## src/hdl/g2n_pkg.sv

```systemverilog
`default_nettype none
package g2n_pkg;

    typedef logic signed [31:0] angle_t;
    typedef logic signed [32:0] dlam_t;
    typedef logic signed [33:0] wide_angle_t;
    typedef logic signed [30:0] alt_t;
    typedef logic signed [31:0] dh_t;
    typedef logic signed [31:0] trig_t;
    typedef logic [32:0]        radius_t;
    typedef logic signed [34:0] radius_ext_t;
    typedef logic signed [52:0] mul_a_t;
    typedef logic signed [36:0] mul_b_t;
    typedef logic signed [55:0] mul_p_t;
    typedef logic [5:0]         shift_t;
    typedef logic signed [59:0] sum_t;
    typedef logic signed [36:0] offset_t;
    typedef logic [32:0]        cfg_data_t;

    typedef enum logic [2:0] {
        REG_ORIGIN_LATITUDE     = 3'd0,
        REG_ORIGIN_LONGITUDE    = 3'd1,
        REG_ORIGIN_ALTITUDE     = 3'd2,
        REG_ORIGIN_SINE         = 3'd3,
        REG_ORIGIN_COSINE       = 3'd4,
        REG_MERIDIAN_RADIUS_ALT = 3'd5,
        REG_NORMAL_RADIUS       = 3'd6
    } cfg_reg_t;

    localparam wide_angle_t PI_Q      = 34'sd1686629713;
    localparam wide_angle_t TWO_PI_Q  = 34'sd3373259426;
    localparam wide_angle_t HALF_PI_Q = 34'sd843314857;

    localparam mul_b_t AE2_X3 = 37'sd128093019;
    localparam mul_a_t K16_CONST = 53'sd6378137000 * 53'sd65536
                                 + 53'sd42697673 * 53'sd32768;

    localparam trig_t   COSINE_RESET    = 32'sd1073741824;
    localparam radius_t MERIDIAN_RESET  = 33'd6335439327;
    localparam radius_t NORMAL_RESET    = 33'd6378137000;

    localparam sum_t OUT_MAX = 60'sd68719476735;
    localparam sum_t OUT_MIN = -60'sd68719476736;

    localparam int NUM_STAGES = 17;

    typedef struct packed {
        angle_t      olat;
        angle_t      olon;
        alt_t        h0;
        trig_t       s;
        trig_t       c;
        radius_t     rm;
        radius_ext_t rnh;
        radius_ext_t rnmh;
        mul_a_t      k16base;
    } cfg_t;

    function automatic angle_t wrap_angle(input angle_t x);
        wide_angle_t xe;
        wide_angle_t r;
        xe = wide_angle_t'(x);
        if (xe > PI_Q)
        begin
            r = xe - TWO_PI_Q;
        end
        else if (xe < -PI_Q)
        begin
            r = xe + TWO_PI_Q;
        end
        else
        begin
            r = xe;
        end
        return angle_t'(r);
    endfunction

    function automatic angle_t clamp_lat(input angle_t x);
        wide_angle_t xe;
        wide_angle_t r;
        xe = wide_angle_t'(x);
        if (xe > HALF_PI_Q)
        begin
            r = HALF_PI_Q;
        end
        else if (xe < -HALF_PI_Q)
        begin
            r = -HALF_PI_Q;
        end
        else
        begin
            r = xe;
        end
        return angle_t'(r);
    endfunction

endpackage
`default_nettype wire

```

## src/hdl/g2n_cfg.sv

```systemverilog
`default_nettype none
module g2n_cfg (
    input  logic                clk,
    input  logic                rst_n,
    input  logic                cfg_write,
    input  logic [2:0]          cfg_index,
    input  g2n_pkg::cfg_data_t  cfg_data,
    output g2n_pkg::cfg_t       cfg
);

    logic signed [30:0]    olat_raw_reg;
    g2n_pkg::angle_t       olon_raw_reg;
    g2n_pkg::alt_t         h0_reg;
    g2n_pkg::trig_t        s_reg;
    g2n_pkg::trig_t        c_reg;
    g2n_pkg::radius_t      rm_reg;
    g2n_pkg::radius_t      rn_reg;
    g2n_pkg::cfg_t         cfg_reg;
    g2n_pkg::cfg_t         cfg_next;

    always_ff @(posedge clk or negedge rst_n)
    begin
        if (!rst_n)
        begin
            olat_raw_reg <= '0;
            olon_raw_reg <= '0;
            h0_reg       <= '0;
            s_reg        <= '0;
            c_reg        <= g2n_pkg::COSINE_RESET;
            rm_reg       <= g2n_pkg::MERIDIAN_RESET;
            rn_reg       <= g2n_pkg::NORMAL_RESET;
        end
        else if (cfg_write)
        begin
            case (cfg_index)
                g2n_pkg::REG_ORIGIN_LATITUDE:     olat_raw_reg <= $signed(cfg_data[30:0]);
                g2n_pkg::REG_ORIGIN_LONGITUDE:    olon_raw_reg <= $signed(cfg_data[31:0]);
                g2n_pkg::REG_ORIGIN_ALTITUDE:     h0_reg       <= $signed(cfg_data[30:0]);
                g2n_pkg::REG_ORIGIN_SINE:         s_reg        <= $signed(cfg_data[31:0]);
                g2n_pkg::REG_ORIGIN_COSINE:       c_reg        <= $signed(cfg_data[31:0]);
                g2n_pkg::REG_MERIDIAN_RADIUS_ALT: rm_reg       <= cfg_data;
                g2n_pkg::REG_NORMAL_RADIUS:       rn_reg       <= cfg_data;
                default:                          ;
            endcase
        end
    end

    // origin terms that depend on the registers alone
    always_comb
    begin
        cfg_next.olat = g2n_pkg::clamp_lat(g2n_pkg::wrap_angle(
                            g2n_pkg::angle_t'(olat_raw_reg)));
        cfg_next.olon = g2n_pkg::wrap_angle(olon_raw_reg);
        cfg_next.h0   = h0_reg;
        cfg_next.s    = s_reg;
        cfg_next.c    = c_reg;
        cfg_next.rm   = rm_reg;
        cfg_next.rnh  = $signed({2'b00, rn_reg}) + g2n_pkg::radius_ext_t'(h0_reg);
        cfg_next.rnmh = $signed({2'b00, rn_reg}) - g2n_pkg::radius_ext_t'(h0_reg);
        cfg_next.k16base = g2n_pkg::K16_CONST
                         + g2n_pkg::mul_a_t'($signed({h0_reg, 16'b0}));
    end

    always_ff @(posedge clk)
    begin
        cfg_reg <= cfg_next;
    end

    assign cfg = cfg_reg;

endmodule
`default_nettype wire

```

## config.mk

```make
export PLATFORM = sky130hd
export DESIGN_NAME = g2n_cfg
export DESIGN_NICKNAME = d
export VERILOG_FILES = /design/src/hdl/g2n_pkg.sv /design/src/hdl/g2n_cfg.sv
export SDC_FILE = /design/constraint.sdc
export NUM_CORES = 1
export LEC_CHECK = 0
export BUFFER_PORTS_ARGS = -buffer_cell sky130_fd_sc_hd__buf_2
export CAP_MARGIN = 25
export CORE_MARGIN = 10
export CORE_UTILIZATION = 35
export CTS_CLUSTER_DIAMETER = 80
export CTS_CLUSTER_SIZE = 28
export DETAILED_ROUTE_END_ITERATION = 16
export PLACE_DENSITY = 0.56
export REMOVE_ABC_BUFFERS = 1
export SLEW_MARGIN = 20
export SYNTH_ARGS = -nofsm -noshare
export SYNTH_HDL_FRONTEND = slang
export SYNTH_SLANG_ARGS = --single-unit
```

## constraint.sdc

```tcl
create_clock -name clk -period 3.7 [get_ports clk]
set_input_delay 0.74 -clock clk [delete_from_list [all_inputs] [get_ports clk]]
set_output_delay 0.74 -clock clk [all_outputs]
set_load 0.1 [all_outputs]
```

# Word level (Yosys, flattened, before mapping)
# Cells that the tools add are included.
op_classes:
  n_reduce_logical: 9
  n_eq_ne: 6
  addsub: 7
  n_lt_le_gt_ge: 6
  n_mux: 5
op_table:
  columns: ["op", "count"]
  rows:
  - ["$mux W32", 5]
  - ["$add A50 B47 Y51 const A", 1]
  - ["$add A34 B31 Y35", 1]
  - ["$sub A34 B31 Y35", 1]
  - ["$add A31 B31 Y32 const B", 1]
  - ["$add A32 B31 Y32 const B", 1]
  - ["$gt A31 B32 Y1 const B", 1]
  - ["$gt A32 B31 Y1 const B", 1]
  - ["$gt A32 B32 Y1 const B", 1]
  - ["$lt A31 B32 Y1 const B", 1]
  - ["$lt A32 B31 Y1 const B", 1]
  - ["$lt A32 B32 Y1 const B", 1]
  - ["$sub A31 B31 Y32 const B", 1]
  - ["$sub A32 B31 Y32 const B", 1]
  - ["$reduce_and A2 Y1", 7]
  - ["$eq A3 B3 Y1 const B", 3]
  - ["$eq A3 B2 Y1 const B", 2]
  - ["$eq A3 B1 Y1 const B", 1]
  - ["$logic_not A3 Y1", 1]
  - ["$reduce_or A2 Y1", 1]
totals:
  input_bits: 39
  output_inout_bits: 315
  ff_bits: 537
  elab_cells: 50

# Logic depth before layout (Yosys ltp)
# Gate-level depths: netlist of run 1.
logic_depth:
  ltp_word: 5
  ltp_mapped: 13
  depth_no_buf: 12

# Worst setup path after synthesis of run 1
# OpenSTA, ideal clock, no wires.
synth_path:
  path_type: "register -> register"
  from: "reg h0_reg[7]"
  to: "reg cfg_reg (netlist bit cfg[86])"
  n_path_buf: 2
  path_stages_with_launch: 14
  synth_period_minus_slack_ns: 2.894
  path_slack_ns: 0.806
  arrival_ns: 2.768
  setup_time_ns: 0.127
  required_ns: 3.573
  cell_sequence: "dfrtp_1 clkbuf_1 inv_1 ha_1 buf_4 and2_4 a221o_1 a211oi_4 a2111oi_2 nor3_2 o21ai_2 a311oi_2 o31ai_1 xnor2_1"
synth_lines:
  columns: ["element", "line", "source"]
  rows:
  - ["start: declaration", "g2n_cfg.sv:13", "g2n_pkg::alt_t h0_reg;"]
  - ["start signal: assignment", "g2n_cfg.sv:38", "g2n_pkg::REG_ORIGIN_ALTITUDE: h0_reg <= $signed(cfg_data[30:0]);"]
  - ["end signal: assignment", "g2n_cfg.sv:66", "cfg_reg <= cfg_next;"]
  - ["end: declaration", "g2n_cfg.sv:18", "g2n_pkg::cfg_t cfg_reg;"]

==> results.toml, run 1 <==
[drt]
routedWlPerCell_um = 20.9
viasPerCell = 4.92
detail_route.drc_violations = 0
num_vias = 14000
dr.pass1.iters = 5
initialDrtViolationCount = 1127
wl_um = 59500
ant_nets = 0

[setup_path]
crit_type = "register to register"
worstPathRequired_ps = 4210
cp_data_arrival_time_ps = 3770
crit_path_end_kind = "register"
start_kind = "register"
path_max_fanout = 10

[floorplan]
io_pins = 354
die_h_um = 260
dieArea_um2 = 67800
fp.dieW_um = 260
core_area_um2 = 57500
start_util_pct = 35.2
rows = 88

[synthesis]
avgSynthCellArea_um2 = 11.4
async_flop_share_pct = 43.5
synth_warnings = 0
syn_inst = 1771
synth_ff_type = "dfxtp_1"
synth-edff-count = 0
ys_types = 86
yosysSeqAreaShare_pct = 56.8
syn_area_um2 = 20200
ys_ff_latch = 515

[sta]
setup_tns_ps = 0
setup_viol = 0
drv_slew = 0
worst_slew_pin_slew_ps = 894
hold_viol_final = 0
skew_ps = 25.6
rsz0062_at_grt = "false"
finalCritPeriodShare_pct = 88.3
fmax_ghz = 0.306
slew_headroom_pct = 40.1
finalCriticalPeriod_ps = 3270

[final_layout]
final_common_cell = "buf_2"
area_delta_synth_final_pct = 16.8
final_cell_mix = "buf_2, dfxtp_1, dfrtp_1"
largest_reg_flops = 291
fin_nets = 2176
drive_gt1_share_pct = 30.8

[grt]
grt_pass1_wl_um = 90200
globalRouteTotalUtil_pct = 17.0
grt_max_degree = 98
grt-ovfl-total = 0
antenna_found_initial = 0
grt_pass1_vias = 14400

[min_path]
hold_class = "input pin to asynchronous set/reset pin"

[placed_design]
gp_congestion = 0.885
dp_hpwl_um = 45300
port_buffers = 332

[clocking]
clk_latency_ps = 610
numClockSinks = 515
cts_tree = "done"
cts_setup_buffers = 0
htree_levels = 1
hold_buffers = 0
ctsResizeCount = 0
clock-root-buffer = "clkbuf_16"
cts_made_buffers = 28
clock_path_buffers = 3
path_clk_slew_ps = 100

[run_status]
status = "finished, final reports clean"

[run]
cap_violations = 0
## per-stage QoR
stage | instance area [um^2] | util [%] | setup WS (ps) | hold slack [ps] | instances
2_1_floorplan | 19700 | - | -665 | 342 | 1677
3_3_place_gp | 22600 | 39.3 | 493 | 348 | 2797
3_5_place_dp | 22600 | 39.3 | 411 | 350 | 2797
4_1_cts | 23600 | 41.1 | 356 | 162 | 2849
5_1_grt | 23600 | 41.1 | 143 | 208 | 2849
6_report | 23600 | 41.1 | 434 | 171 | 2851
## worst paths after layout
check / startpoint / to / slack, ps / cells past startpoint
worst min-delay path: rst_n / c_reg[2] / 170 / 1
worst max register to register: h0_reg[4] / cfg[120] / 430 / 11
min in group clk: s_reg[23] / cfg[211] / 360 / 0
worst min register to register: s_reg[23] / cfg[211] / 360 / 0
worst max-delay path: h0_reg[4] / cfg[120] / 430 / 11
max in group asynchronous: rst_n / rm_reg[29] / 2690 / 2
## cell usage after synthesis (8+ instances only)
cell type  number  share of area (%)
o21ai_1        12               0.30
o21ai_0        91                2.3
o31ai_1         8               0.30
nand3_1        24               0.59
xor2_1         24                1.0
o21bai_1       10               0.37
mux2_2        171                9.5
buf_4          27                1.0
dfxtp_1       291                 29
o21a_1         29                1.1
nor3_1         21               0.52
nand4_1         9               0.28
xnor2_1        88                3.8
ha_1           73                4.5
nand2b_1       16               0.49
a21oi_1        76                1.9
a31oi_1        17               0.53
dfstp_2        38                4.9
nand2_1       107                2.0
nor2b_1        11               0.34
nor4_1         16               0.49
or3_1           8               0.25
inv_1          86                1.6
a21o_1         25               0.93
clkbuf_1       69                1.3
nor2_1         87                1.6
buf_2          11               0.27
dfrtp_1       186                 23
## routing by layer
metal / part of all wire (%) / vias up / global-route usage, % / wire (um)
met5: 0 / - / 0 / 0
met4: 1.8 / 0 / 3.68 / 1080
met3: 4.7 / 70 / 2.20 / 2810
met2: 49 / 315 / 29.7 / 29400
met1: 44 / 7023 / 22.2 / 26200
li1: - / 6625 / - / -
## critical path, cell delays in order (launching register included)
cell,delay (ps)
dfrtp_1,470
inv_1,140
ha_1,440
nor2_1,150
o211ai_1,130
a211oi_1,460
a21oi_1,150
o21a_2,280
o311ai_4,330
o211ai_2,150
nor4b_1,170
a2111oi_2,300
## cells by family after synthesis
group / count (synthesis) / synth area share, %
compound gates: 349 / 11.4
simple gates: 342 / 8.14
buf+inv: 202 / 4.43
flops: 515 / 56.8
fa+ha+maj: 75 / 4.71
other cells: 2 / 0.0371
mux: 174 / 9.67
xor+xnor: 112 / 4.85
## area by class of cell
type	instances	area, um^2
antenna	2	5.00
clock buffer	37	797
clock inverter	15	219
fill	5632	33900
inverter	89	334
multi-input combinational	1073	7950
sequential	515	11500
tap	765	957
timing repair buffer	355	1880
Power of run 1 is left out: the tool's default activity adds up to more than one toggle a clock period on the data nets, which glitch-free logic cannot reach.
==> run 2, diff against run 1 <==
Settings changed: CORE_ASPECT_RATIO set to 0.8.
==> results.toml, run 2 (synthesis results as in run 1) <==
[final_layout]
final_common_cell = "buf_2"
drive_gt1_share_pct = 30.6
fin_util_pct = 41.3
area_delta_synth_final_pct = 16.3
fin_nets = 2173
nFillCells = 5519
final_cell_mix = "buf_2, dfxtp_1, dfrtp_1"
largest_reg_flops = 291
stdcell_area_um2 = 23500
seq_area_um2 = 11500
multiInputGateArea_um2 = 7950

[drt]
initialDrtViolationCount = 950
detail_route.drc_violations = 0
num_vias = 13800
viasPerCell = 4.86
routedWlPerCell_um = 20.3
dr.pass1.iters = 5
wl_um = 57600
ant_nets = 0

[sta]
slew_headroom_pct = 32.4
rsz0062_at_grt = "false"
holdWs_ps = 173
skew_ps = 17.2
finalCritPeriodShare_pct = 90.1
setup_viol = 0
fmax_ghz = 0.300
worst_slew_pin_slew_ps = 1010
finalCriticalPeriod_ps = 3330
hold_viol_final = 0
setup_tns_ps = 0
drv_slew = 0

[min_path]
hold_class = "input pin to asynchronous set/reset pin"

[clocking]
hold_buffers = 0
clock_path_buffers = 3
ctsResizeCount = 0
cts_setup_buffers = 0
htree_levels = 1
numClockSinks = 515
clk_latency_ps = 590
path_clk_slew_ps = 100
clock-root-buffer = "clkbuf_16"
cts_made_buffers = 26
cts_tree = "done"

[grt]
globalRouteTotalUtil_pct = 16.4
grt-ovfl-total = 0
grt_pass1_wl_um = 87700
antenna_found_initial = 4
grt_max_degree = 112
grt_pass1_vias = 13900

[setup_path]
r2r_slack_ps = 370
worstPathRequired_ps = 4180
rr_startpoint = "h0_reg[5]"
start_kind = "register"
crit_path_end_kind = "register"
reg2reg_to = "cfg[120]"
crit_type = "register to register"
rr_worst_depth = 11
cp_data_arrival_time_ps = 3820
path_max_fanout = 12

[floorplan]
fp.dieW_um = 289
dieArea_um2 = 67900
io_pins = 354
start_util_pct = 35.5
rows = 78
die_h_um = 235
core_area_um2 = 57000

[placed_design]
port_buffers = 332
dp_hpwl_um = 43800
placed_area_um2 = 22600
gp_congestion = 0.906

[run_status]
status = "finished, final reports clean"

[run]
cap_violations = 0
[run 2: cell count changes in the layout (fill, tap and decap cells not counted), sizes merged]
cell	change
clkbuf	-5
inv	-4
clkinv	+3
buf	-1
clkinvlp	-1
bufinv	+2
diode	+1
[run 2: layer usage]
metal | vias to the layer above | global-route usage, % | part of all wire, %
li1 | 6620 | - | -
met1 | 6803 | 23.1 | 47
met2 | 327 | 26.5 | 46
met3 | 46 | 2.46 | 5.1
met4 | 0 | 2.63 | 1.4
met5 | - | 0 | 0
[run 2: metrics by stage]
step,cells,setup WS (ps)
2_1_floorplan,1677,-665
3_3_place_gp,2791,493
3_5_place_dp,2791,424
4_1_cts,2838,398
5_1_grt,2838,183
6_report,2841,366
[run 2: area by class of cell]
type                    count  area share, %
diodes                      3         0.0319
repair buffers            354           8.02
clock inverters            15           1.01
clock buffers              32           2.90
flip-flops and latches    515           48.8
inverters                  89           1.42
multi-input cells        1073           33.8
well taps                 760           4.04
[run 2: worst max path at each step]
stage                     slack [ps]    startpoint  cells past startpoint        end
final                            370     h0_reg[5]                     11   cfg[120]
after global routing             180     h0_reg[7]                     11   cfg[121]
after detailed placement         420     h0_reg[5]                     11   cfg[120]
after CTS                        400     h0_reg[5]                     11   cfg[120]
after floorplan                 -670  cfg_index[2]                      3  h0_reg[0]
after global placement           490     h0_reg[0]                     12   cfg[120]
[run 2: critical path, stage by stage (launching register included)]
cell	delay (ps)
dfrtp_1	440
inv_1	110
ha_1	460
nor2b_1	260
a2111oi_0	90
a211oi_1	470
a21oi_1	190
o21a_2	300
o311ai_4	310
o211ai_2	140
nor4b_1	180
a2111oi_2	290
Power of run 2 is left out for the same reason.
